$ cat config.mk
export PLATFORM = sky130hd
export DESIGN_NAME = api_frame_receiver_filter_unit
export DESIGN_NICKNAME = d
export VERILOG_FILES = /design/src/hw/rtl/afr_pkg.sv /design/src/hw/rtl/api_frame_receiver_filter_unit.sv /design/src/hw/rtl/afr_in_stage.sv /design/src/hw/rtl/afr_parser.sv /design/src/hw/rtl/afr_out_stage.sv
export SDC_FILE = /design/constraint.sdc
export NUM_CORES = 1
export LEC_CHECK = 0
export ABC_CLOCK_PERIOD_IN_PS = 5500
export BUFFER_PORTS_ARGS = -buffer_cell sky130_fd_sc_hd__clkbuf_2
export CAP_MARGIN = 5
export CORE_MARGIN = 1.5
export CORE_UTILIZATION = 48
export CTS_CLUSTER_DIAMETER = 80
export DETAILED_ROUTE_END_ITERATION = 12
export PLACE_DENSITY = 0.74
export SYNTH_ARGS = -nofsm -noshare
export SYNTH_HDL_FRONTEND = slang
export SYNTH_HIERARCHICAL = 1
export SYNTH_SLANG_ARGS = --single-unit
$ cat constraint.sdc
create_clock -name clk -period 5.5 [get_ports clk]
set_clock_uncertainty 0.05 [all_clocks]
set_input_delay 1.1 -clock clk [delete_from_list [all_inputs] [get_ports clk]]
set_output_delay 1.1 -clock clk [all_outputs]
set_load 0.01 [all_outputs]
$ cat src/hw/rtl/afr_pkg.sv
// ----------------------------------------------------------------------------
// afr_pkg
// Shared types and constants for the API frame receiver and filter.
// ----------------------------------------------------------------------------
`default_nettype none

package afr_pkg;

  // Framing constants
  localparam logic [7:0]  START_BYTE = 8'h7E;
  localparam logic [7:0]  SUM_GOOD   = 8'hFF;
  localparam logic [15:0] FRAME_LEN  = 16'd15;
  localparam logic [7:0]  FRAME_TYPE = 8'h90;

  // Payload positions of interest
  localparam logic [15:0] POS_ADDR_LAST = 16'd8;
  localparam logic [15:0] POS_CMD_FIRST = 16'd12;
  localparam logic [15:0] POS_CMD_LAST  = 16'd14;

  localparam int unsigned NUM_CMD = 3;

  // Parser phase
  typedef enum logic [2:0] {
    PH_SYNC     = 3'd0,
    PH_LEN_HI   = 3'd1,
    PH_LEN_LO   = 3'd2,
    PH_PAYLOAD  = 3'd3,
    PH_CHECKSUM = 3'd4
  } afr_phase_t;

  // Frame status codes
  typedef enum logic [2:0] {
    ST_OK       = 3'd0,
    ST_BAD_SUM  = 3'd1,
    ST_TOO_LONG = 3'd2,
    ST_BAD_LEN  = 3'd3,
    ST_BAD_TYPE = 3'd4,
    ST_BAD_ADDR = 3'd5
  } afr_status_t;

  typedef logic [7:0] afr_byte_t;

  // One status beat
  typedef struct packed {
    afr_status_t status;
    logic [15:0] length;
    afr_byte_t   cmd_third;
    afr_byte_t   cmd_second;
    afr_byte_t   cmd_first;
  } afr_result_t;

endpackage

`default_nettype wire

$ cat src/hw/rtl/api_frame_receiver_filter_unit.sv
// ----------------------------------------------------------------------------
// api_frame_receiver_filter_unit
// Deframes API frames from a serial byte stream and reports one status
// beat per frame, with the command bytes of the payload.
// ----------------------------------------------------------------------------
// Usage:
//   in_*  : one received byte per beat, in_tdata = rx_byte.
//   out_* : one beat per frame end. out_tuser = frame_status; out_tdata
//           = frame_length, command_first, command_second, command_third.
//   cfg_* : expected sender address, written while the unit is idle.
// Timing:
//   A byte is held in the input register and then parsed into the result
//   register. One byte per cycle is sustained unless a frame-ending byte
//   waits on a full result register; the parser state update is the only
//   per-byte loop.
// Stall:
//   While out_tready is low, bytes that end no frame keep flowing; a byte
//   that ends a frame waits in the input register if the result slot is
//   full, and in_tready holds off further bytes until it moves on.
// Reset:
//   rst_n (synchronous, active low) empties both registers, returns the
//   parser to start-byte search and clears the address register.
// ----------------------------------------------------------------------------
`default_nettype none

module api_frame_receiver_filter_unit
  import afr_pkg::*;
#(
  parameter int unsigned MAX_LENGTH = 128
) (
  input  wire logic        clk,
  input  wire logic        rst_n,
  // in_tdata: [7:0] rx_byte
  input  wire logic        in_tvalid,
  output logic             in_tready,
  input  wire logic [7:0]  in_tdata,
  // out_tdata: [15:0] frame_length, [23:16] command_first,
  //            [31:24] command_second, [39:32] command_third
  // out_tuser: [2:0] frame_status
  output logic             out_tvalid,
  input  wire logic        out_tready,
  output logic [39:0]      out_tdata,
  output logic [2:0]       out_tuser,
  input  wire logic        cfg_wr_en,
  input  wire logic [63:0] cfg_wr_data
);

  logic        byte_vld;
  afr_byte_t   byte_data;
  logic        step;
  logic        emit;
  logic        out_free;
  afr_result_t result;
  afr_result_t out_beat;
  logic [63:0] src_addr_r;

  // Expected sender address
  always_ff @(posedge clk) begin
    if (!rst_n) begin
      src_addr_r <= '0;
    end else if (cfg_wr_en) begin
      src_addr_r <= cfg_wr_data;
    end
  end

  // Parse the held byte unless it ends a frame and the result slot is full
  assign step = byte_vld && (!emit || out_free);

  afr_in_stage u_in (
    .clk       (clk),
    .rst_n     (rst_n),
    .in_tvalid (in_tvalid),
    .in_tready (in_tready),
    .in_tdata  (in_tdata),
    .take      (step),
    .vld       (byte_vld),
    .data      (byte_data)
  );

  afr_parser #(
    .MAX_LENGTH (MAX_LENGTH)
  ) u_parser (
    .clk      (clk),
    .rst_n    (rst_n),
    .step     (step),
    .rx_byte  (byte_data),
    .src_addr (src_addr_r),
    .emit     (emit),
    .result   (result)
  );

  afr_out_stage u_out (
    .clk        (clk),
    .rst_n      (rst_n),
    .load       (step && emit),
    .result     (result),
    .free       (out_free),
    .out_tvalid (out_tvalid),
    .out_tready (out_tready),
    .out_beat   (out_beat)
  );

  // Beat packing
  assign out_tuser = out_beat.status;
  assign out_tdata = {out_beat.cmd_third, out_beat.cmd_second,
                      out_beat.cmd_first, out_beat.length};

endmodule

`default_nettype wire

$ cat src/hw/rtl/afr_in_stage.sv
// ----------------------------------------------------------------------------
// afr_in_stage
// Input register: holds one received byte until the parser consumes it.
// ----------------------------------------------------------------------------
`default_nettype none

module afr_in_stage
  import afr_pkg::*;
(
  input  wire logic      clk,
  input  wire logic      rst_n,
  input  wire logic      in_tvalid,
  output logic           in_tready,
  input  wire afr_byte_t in_tdata,
  input  wire logic      take,
  output logic           vld,
  output afr_byte_t      data
);

  logic      vld_r, vld_nxt;
  afr_byte_t data_r;

  // Room when empty or when the held byte leaves this cycle
  assign in_tready = !vld_r || take;
  assign vld_nxt   = in_tvalid || (vld_r && !take);

  always_ff @(posedge clk) begin
    if (!rst_n) begin
      vld_r <= 1'b0;
    end else begin
      vld_r <= vld_nxt;
    end
  end

  always_ff @(posedge clk) begin
    if (in_tvalid && in_tready) begin
      data_r <= in_tdata;
    end
  end

  assign vld  = vld_r;
  assign data = data_r;

endmodule

`default_nettype wire

$ cat src/hw/rtl/afr_parser.sv
// ----------------------------------------------------------------------------
// afr_parser
// Frame state machine: deframes, sums, checks type and address, captures
// command bytes and forms the status at each frame end.
// ----------------------------------------------------------------------------
`default_nettype none

module afr_parser
  import afr_pkg::*;
#(
  parameter int unsigned MAX_LENGTH = 128
) (
  input  wire logic        clk,
  input  wire logic        rst_n,
  input  wire logic        step,
  input  wire afr_byte_t   rx_byte,
  input  wire logic [63:0] src_addr,
  output logic             emit,
  output afr_result_t      result
);

  afr_phase_t  phase_r, phase_nxt;
  logic [15:0] len_r, len_nxt;
  logic [15:0] pos_r, pos_nxt;
  afr_byte_t   sum_r, sum_nxt;
  logic        type_good_r, type_good_nxt;
  logic        addr_good_r, addr_good_nxt;
  afr_byte_t   cmd_r   [NUM_CMD];
  afr_byte_t   cmd_nxt [NUM_CMD];

  logic [15:0] len_full;
  logic        too_long;
  afr_byte_t   sum_add;
  logic [15:0] pos_inc;
  logic [2:0]  addr_sel;
  afr_byte_t   addr_want;
  logic [1:0]  cmd_off;
  afr_status_t chk_status;

  // Shared datapath pieces
  assign len_full  = {len_r[15:8], rx_byte};
  assign too_long  = {1'b0, len_full} > 17'(MAX_LENGTH);
  assign sum_add   = sum_r + rx_byte;
  assign pos_inc   = pos_r + 16'd1;
  // Payload byte 1 maps to address byte 7 (bits 63..56), byte 8 to byte 0
  assign addr_sel  = 3'(4'd8 - pos_r[3:0]);
  assign addr_want = src_addr[{addr_sel, 3'b000} +: 8];
  assign cmd_off   = 2'(pos_r - POS_CMD_FIRST);

  // Status priority at the checksum byte
  always_comb begin
    priority if (sum_add != SUM_GOOD) begin
      chk_status = ST_BAD_SUM;
    end else if (len_r != FRAME_LEN) begin
      chk_status = ST_BAD_LEN;
    end else if (!type_good_r) begin
      chk_status = ST_BAD_TYPE;
    end else if (!addr_good_r) begin
      chk_status = ST_BAD_ADDR;
    end else begin
      chk_status = ST_OK;
    end
  end

  // Next state and result
  always_comb begin
    phase_nxt     = phase_r;
    len_nxt       = len_r;
    pos_nxt       = pos_r;
    sum_nxt       = sum_r;
    type_good_nxt = type_good_r;
    addr_good_nxt = addr_good_r;
    for (int i = 0; i < NUM_CMD; i++) begin
      cmd_nxt[i] = cmd_r[i];
    end
    emit              = 1'b0;
    result.status     = chk_status;
    result.length     = len_r;
    result.cmd_first  = cmd_r[0];
    result.cmd_second = cmd_r[1];
    result.cmd_third  = cmd_r[2];

    unique case (phase_r)
      PH_LEN_HI: begin
        len_nxt   = {rx_byte, 8'h00};
        phase_nxt = PH_LEN_LO;
      end
      PH_LEN_LO: begin
        len_nxt = len_full;
        for (int i = 0; i < NUM_CMD; i++) begin
          cmd_nxt[i] = '0;
        end
        if (too_long) begin
          emit              = 1'b1;
          result.status     = ST_TOO_LONG;
          result.length     = len_full;
          result.cmd_first  = '0;
          result.cmd_second = '0;
          result.cmd_third  = '0;
          phase_nxt         = PH_SYNC;
        end else begin
          pos_nxt       = '0;
          sum_nxt       = '0;
          type_good_nxt = 1'b0;
          addr_good_nxt = 1'b1;
          phase_nxt     = (len_full == 16'd0) ? PH_CHECKSUM : PH_PAYLOAD;
        end
      end
      PH_PAYLOAD: begin
        sum_nxt = sum_add;
        if (pos_r == 16'd0) begin
          type_good_nxt = (rx_byte == FRAME_TYPE);
        end else if (pos_r <= POS_ADDR_LAST) begin
          if (rx_byte != addr_want) begin
            addr_good_nxt = 1'b0;
          end
        end else if (pos_r >= POS_CMD_FIRST && pos_r <= POS_CMD_LAST) begin
          cmd_nxt[cmd_off] = rx_byte;
        end
        pos_nxt = pos_inc;
        if (pos_inc == len_r) begin
          phase_nxt = PH_CHECKSUM;
        end
      end
      PH_CHECKSUM: begin
        sum_nxt   = sum_add;
        emit      = 1'b1;
        phase_nxt = PH_SYNC;
      end
      default: begin
        phase_nxt = (rx_byte == START_BYTE) ? PH_LEN_HI : PH_SYNC;
      end
    endcase
  end

  // State registers
  always_ff @(posedge clk) begin
    if (!rst_n) begin
      phase_r     <= PH_SYNC;
      len_r       <= '0;
      pos_r       <= '0;
      sum_r       <= '0;
      type_good_r <= 1'b0;
      addr_good_r <= 1'b0;
      for (int i = 0; i < NUM_CMD; i++) begin
        cmd_r[i] <= '0;
      end
    end else if (step) begin
      phase_r     <= phase_nxt;
      len_r       <= len_nxt;
      pos_r       <= pos_nxt;
      sum_r       <= sum_nxt;
      type_good_r <= type_good_nxt;
      addr_good_r <= addr_good_nxt;
      for (int i = 0; i < NUM_CMD; i++) begin
        cmd_r[i] <= cmd_nxt[i];
      end
    end
  end

`ifndef SYNTHESIS
  // A status only comes out of the length or checksum byte
  a_emit_phase: assert property (@(posedge clk) disable iff (!rst_n)
    emit |-> (phase_r == PH_LEN_LO || phase_r == PH_CHECKSUM))
    else $error("status formed outside a frame end");

  // Checksum byte always returns the parser to sync
  a_chk_to_sync: assert property (@(posedge clk) disable iff (!rst_n)
    (step && phase_r == PH_CHECKSUM) |=> phase_r == PH_SYNC)
    else $error("parser did not resync after checksum");

  // Position never runs past the length inside the payload
  a_pos_bound: assert property (@(posedge clk) disable iff (!rst_n)
    phase_r == PH_PAYLOAD |-> pos_r < len_r)
    else $error("payload position past frame length");

  // Oversize frames report no command bytes
  a_too_long_cmds: assert property (@(posedge clk) disable iff (!rst_n)
    (emit && result.status == ST_TOO_LONG) |->
      (result.cmd_first == 8'h00 && result.cmd_second == 8'h00 &&
       result.cmd_third == 8'h00))
    else $error("oversize frame carried command bytes");
`endif

endmodule

`default_nettype wire

$ cat src/hw/rtl/afr_out_stage.sv
// ----------------------------------------------------------------------------
// afr_out_stage
// Result register: holds one status beat until the receiver takes it.
// ----------------------------------------------------------------------------
`default_nettype none

module afr_out_stage
  import afr_pkg::*;
(
  input  wire logic        clk,
  input  wire logic        rst_n,
  input  wire logic        load,
  input  wire afr_result_t result,
  output logic             free,
  output logic             out_tvalid,
  input  wire logic        out_tready,
  output afr_result_t      out_beat
);

  logic        vld_r, vld_nxt;
  afr_result_t beat_r;

  // Slot is free when empty or when the held beat leaves this cycle
  assign free    = !vld_r || out_tready;
  assign vld_nxt = load || (vld_r && !out_tready);

  always_ff @(posedge clk) begin
    if (!rst_n) begin
      vld_r <= 1'b0;
    end else begin
      vld_r <= vld_nxt;
    end
  end

  always_ff @(posedge clk) begin
    if (load) begin
      beat_r <= result;
    end
  end

  assign out_tvalid = vld_r;
  assign out_beat   = beat_r;

endmodule

`default_nettype wire

==> metrics, run 1 <==
postcts setup bufs=0; Final setup viols=0; largest cells by area after synthesis=edfxtp_1 24%, dfxtp_1 24%, mux2i_1 10%; Mapped Area=9380 µm²; Worst setup SP type=register; Post-synth top cells=111 x dfxtp_1, 94 x mux2i_1, 81 x nor2b_1; HP Class=reg -> reg; H-tree Lvls=4; placed cell count=1161; outcome=finished clean; syn nets=936; Yosys warning total=6; ANT cells=0; CTS clk-pin slew, worst paths=70 ps; initial antenna violation count=0; largest net degree at the start of global routing=114; Worst Path Required=4350 ps; clk_lat worst skew=440 ps; DR iter-0 viols=617; Hold Vio Cnt, Final=0; Power Density=290 nW/µm²; Congestion Overflow GR=0; leakage=4.10 nW; Yosys reg bits=186; Layout area overhead=12.5%; final core area utilization=55.7%; fin nets=1009; hold_buf cts=0; vias in the first global route=6353; number of nets with antenna violations after routing=0; share of the synthesized area in the top cell type=24.0%; average wire per standard cell=17.5 µm; cts bufs inserted=17; min cycle time layout=4190 ps; register area share after synthesis=47.7%; worst-path maximum fanout=18; core area=19000 µm²; row cnt=50; Final period util=76.2%; setup tns final=0 ps; CP endpoint kind=output port; drt drc=0; share of layout cells above drive strength 1=22.0%; Slew Limit Fails=0; Bufs on Longest Clock Path=2; synthesized area per cell=11.1 µm²; # port buffers=121; worst rel slew slack=28.9%; Vert. Die Dim=143 µm; max-cap violations=0; synthesized instance count=847; ys flop type=dfxtp_1; Initial Utilization=49.5%; post-DR vias/cell=5.43; Top Ports=122; critical path arrival=3040 ps; final WL=20800 µm; Async SR Flop Fraction=0%; distinct cell type count after synthesis=75; largest area contributor in the netlist=edfxtp_1; RSZ-0062 raised after global routing=no; Max VDD drop=0.226 mV; Setup Crit Path Kind=reg -> out; via count=6477; final std cells w/o fill=1193; Pre-Repair DR Iteration Count=5; fmax=239 MHz; first-pass GRT wire length=33500 µm; Slew @ Worst Pin=1060 ps; CTS Sinks=186; GRT Util Overall=21.3%; most frequent cell after synthesis=dfxtp_1; EDFF count, synth=75; die width=143 µm; CTS tree=yes; Die ar.=20400 µm²; cells resized by post-CTS repair=0; post-DP HPWL=14100 µm; Root Buffer=clkbuf_16; Final GP Congestion=0.937
critical path: stages, from the launching register on:
cell and delay, ps:
edfxtp_1 610, nor4_1 520, a31o_2 270, a21boi_2 160, or2_2 350, a21boi_1 130
buf_4 230, nand2b_4 180, clkbuf_2 150
layout make-up:
cell class | instances | area (µm²)
clock buffers | 18 | 429
clock inverters | 14 | 171
fillers | 1614 | 8410
inverters | 10 | 37.5
multi-input cells | 580 | 4470
flip-flops and latches | 186 | 4470
well taps | 260 | 325
repair buffers | 125 | 638
layout by cell type, fill, tap and decap left out, types with 3 or more instances in the layout:
| master | netlist | routed |
|---|---|---|
| a2111oi_0 | 3 | 3 |
| a21boi_0 | 20 | 19 |
| a21boi_2 | 3 | 3 |
| a21o_1 | 4 | 4 |
| a21oi_1 | 25 | 24 |
| a22oi_1 | 6 | 6 |
| and2_1 | 33 | 33 |
| and3_1 | 8 | 7 |
| and4_1 | 4 | 4 |
| buf_4 | 12 | 5 |
| bufinv_16 | 0 | 3 |
| clkbuf_16 | 0 | 17 |
| clkbuf_2 | 3 | 120 |
| clkinv_2 | 0 | 3 |
| clkinv_4 | 0 | 3 |
| dfxtp_1 | 111 | 111 |
| edfxtp_1 | 75 | 75 |
| ha_1 | 11 | 11 |
| inv_1 | 10 | 10 |
| mux2_2 | 6 | 6 |
| mux2i_1 | 94 | 94 |
| mux4_2 | 16 | 16 |
| nand2_1 | 39 | 39 |
| nand2b_1 | 7 | 7 |
| nand3_1 | 18 | 18 |
| nand4_1 | 12 | 12 |
| nor2_1 | 43 | 43 |
| nor2b_1 | 81 | 81 |
| nor3_1 | 11 | 11 |
| nor3b_1 | 3 | 3 |
| nor4_1 | 9 | 9 |
| o21a_1 | 4 | 4 |
| o21ai_0 | 13 | 13 |
| o2bb2ai_1 | 6 | 6 |
| or2_2 | 3 | 3 |
| or3_1 | 5 | 5 |
| xnor2_1 | 36 | 36 |
| xor2_1 | 9 | 9 |
metrics by stage:
| step | worst slack (ps) | power [W] | instance area [µm²] | hold slack, ps |
|---|---|---|---|---|
| after floorplan | 1010 | 0.00174 | 9380 | 397 |
| after global placement | 1700 | 0.00182 | 9950 | 415 |
| after detailed placement | 1590 | 0.00182 | 9950 | 419 |
| after CTS | 1320 | 0.00308 | 10600 | 429 |
| after global routing | 1190 | 0.00316 | 10600 | 459 |
| final | 1310 | 0.00306 | 10600 | 425 |
power by group:
group | switching (W) | total [W] | internal, W | leakage (nW)
registers | 0.0000468 | 0.00154 | 0.00149 | 1.64
clock network | 0.000544 | 0.00126 | 0.000719 | 0.295
logic | 0.000131 | 0.000258 | 0.000127 | 2.17
total | 0.000721 | 0.00306 | 0.00234 | 4.10
path summary, 6_finish.rpt:
kind	to	cells after the start	start	slack, ps
setup reg to reg	u_parser/cmd_r[0][17]$_SDFFCE_PN0P_	10	u_in/data[3]$_DFFE_PP_	1560
hold / removal	u_parser/sum_r[5]$_SDFFE_PN0P_	2	u_parser/sum_r[5]$_SDFFE_PN0P_	420
setup / recovery	in_tready	8	u_in/data[3]$_DFFE_PP_	1310
hold reg to reg	u_parser/sum_r[5]$_SDFFE_PN0P_	2	u_parser/sum_r[5]$_SDFFE_PN0P_	420
flip-flops by register name, indices dropped and copies added (netlist names):
register and cells:
u_parser/sum_r 8, u_out/out_tvalid 1, u_parser/pos_r 16, u_parser/type_good_r 1, u_parser/phase_r 3, u_in/vld 1
src_addr_r 64, u_parser/addr_good_r 1, u_out/out_beat 43, u_in/data 8, u_parser/cmd_r 24, u_parser/len_r 16
layer usage:
metal	vias to the layer above	share of wire [%]	track usage (%)
li1	3173	-	-
met1	3043	45	28.9
met2	239	45	33.5
met3	22	8.4	5.60
met4	0	1.3	6.62
met5	-	0	0
cells by family after synthesis:
logic type,synth area share [%]
XOR/XNOR,4.20
buffers and inverters,4.67
adder cells (fa/ha/maj),1.68
AND/OR/NAND/NOR,19.1
AO/OA/AOI/OAI,8.03
flip-flops,47.7
multiplexers,14.6
Note: power is estimated with default switching activity, not from simulation.
==> inputs of run 2 (changes only) <==
ABC_CLOCK_PERIOD_IN_PS = 3400   (was 5500)
PLACE_DENSITY = 0.77   (was 0.74)
clock period = 3.4 ns   (was 5.5 ns; I/O delays follow)
==> run 2 against run 1 <==
Combinational power rose by 81%; first-iteration DRC count fell by 12%; final cell count rose by 1.7%; register-to-register slack got worse by 1300 ps; cell area rose by 1.4%; die area did not move; count of clock-buffer cells in the layout rose by 1; worst hold slack got worse by 60 ps.
==> metrics, run 2 (same netlist as run 1, synthesis figures left out) <==
post-DP HPWL=14300 µm; Worst Path Required=2670 ps; Bufs on Longest Clock Path=2; Slew @ Worst Pin=1020 ps; Power Density=450 nW/µm²; area of the multi-input gates=4510 µm²; R2R depth=12; H-tree Lvls=4; fmax=301 MHz; Worst Hold End=u_in/data[3]$_DFFE_PP_; HP Class=in -> reg; post-DR vias/cell=5.39; most common cell after layout, fill and taps aside=clkbuf_2; row cnt=50; Root Buffer=clkbuf_16; via count=6534; CTS Sinks=186; Setup WS pre-CTS=273 ps; DR iter-0 viols=546; RSZ-0062 raised after global routing=no; Pre-Repair DR Iteration Count=7; GRT Util Overall=21.1%; min cycle time layout=3320 ps; Die ar.=20400 µm²; Hold Vio Cnt, Final=0; largest net degree at the start of global routing=71; Worst setup SP type=register; share of layout cells above drive strength 1=24.0%; switch share=25.0%; Top Ports=122; HP Start=in_tdata[3]; cts bufs inserted=17; outcome=finished clean; Congestion Overflow GR=0; Final GP Congestion=0.900; leakage=4.19 nW; initial antenna violation count=0; Setup Crit Path Kind=reg -> out; Layout area overhead=14.1%; first-pass GRT wire length=32900 µm; CTS tree=yes; fin nets=1029; average wire per standard cell=17.0 µm; vias in the first global route=6221; setup tns final=0 ps; ANT cells=0; die width=143 µm; final worst setup slack=80.4 ps; clk_lat worst skew=440 ps; worst rel slew slack=31.8%; Largest register FFs=64; Biggest register=src_addr_r; Final setup viols=0; number of nets with antenna violations after routing=0; core area=19000 µm²; CTS clk-pin slew, worst paths=70 ps; register area=4470 µm²; worst-path maximum fanout=4; drt drc=0; Final period util=97.6%; Reg2Reg Capture Point=u_parser/pos_r[8]$_SDFFE_PN0P_; max-cap violations=0; Flop pwr share=51.2%; CP endpoint kind=output port; Min-Delay Path Depth=1; Slew Limit Fails=0; Vert. Die Dim=143 µm; Initial Utilization=49.5%; final WL=20600 µm; Max VDD drop=0.356 mV; critical path arrival=2590 ps; RR Startpoint=u_parser/len_r[12]$_SDFFE_PN0P_; Clk network pwr share=39.1%; internal power=0.00361 W; # port buffers=121; # fillers=1635; net switching power=0.00120 W; Worst R2R Setup Slack=260 ps; most frequent cells in the layout=120 x clkbuf_2, 111 x dfxtp_1, 94 x mux2i_1; power share of the combinational group=9.7%
run 2: cell types whose count changed in the layout (fill, tap and decap cells not counted), moves of 2 or more:
cell,change
buf_4,+19
inv_6,+3
a21boi_4,+2
clkinv_2,-2
bufinv_16,-3
run 2: what timing repair did:
| action | CTS | global route |
|---|---|---|
| resized for setup | 1 | 1 |
| hold buffers | 0 | 0 |
| pin swaps | 2 | 1 |
| buffers inserted | 2 | 0 |
| endpoints found under the setup margin | 1 | 5 |
run 2: worst max-delay path by stage:
stage,startpoint,to,cells after the start
global placement,u_parser/len_r[12]$_SDFFE_PN0P_,u_parser/pos_r[8]$_SDFFE_PN0P_,11
floorplan,u_parser/len_r[12]$_SDFFE_PN0P_,u_parser/cmd_r[0][0]$_SDFFCE_PN0P_,10
CTS,u_parser/len_r[12]$_SDFFE_PN0P_,in_tready,7
finish,u_parser/len_r[12]$_SDFFE_PN0P_,in_tready,7
global route,u_parser/len_r[12]$_SDFFE_PN0P_,in_tready,7
detailed placement,u_parser/len_r[12]$_SDFFE_PN0P_,u_parser/len_r[6]$_SDFFE_PN0P_,10
run 2: per-layer routing:
metal	vias up	wire length [µm]	global-route usage, %
met3	23	1440	5.63
met2	208	9400	33.1
met5	-	0	0
met4	0	297	6.40
li1	3210	-	-
met1	3093	9510	28.5
run 2: final cells by class:
class / count / share of cell area, %
repair buffers: 145 / 7.48
inverters: 10 / 0.351
flip-flops and latches: 186 / 41.8
clock buffers: 19 / 4.14
multi-input cells: 580 / 42.1
well taps: 260 / 3.04
clock inverters: 13 / 1.04
run 2: power by group through the flow:
| stage | clock network, W | logic (W) | registers [W] |
|---|---|---|---|
| floorplan | 0 | 0.000326 | 0.00250 |
| global placement | 0 | 0.000449 | 0.00251 |
| detailed placement | 0 | 0.000458 | 0.00251 |
| CTS | 0.00192 | 0.000464 | 0.00246 |
| global route | 0.00201 | 0.000506 | 0.00247 |
| finish | 0.00188 | 0.000466 | 0.00246 |
run 2: critical path: stages (launching register included):
cell	delay, ps
dfxtp_1	340
or4_4	570
nor4_4	310
a21boi_4	100
or2_2	340
a21boi_4	180
nand2b_4	170
clkbuf_2	130
run 2: metrics by stage:
step	instance area (µm²)	total power (W)	hold slack [ps]	std cells	utilization, %
6_report	10700	0.00481	364	1213	56.5
5_1_grt	10700	0.00499	353	1213	56.5
4_1_cts	10700	0.00484	357	1213	56.4
3_5_place_dp	10100	0.00297	419	1179	53.4
3_3_place_gp	10100	0.00296	410	1179	53.4
2_1_floorplan	9430	0.00283	397	847	-
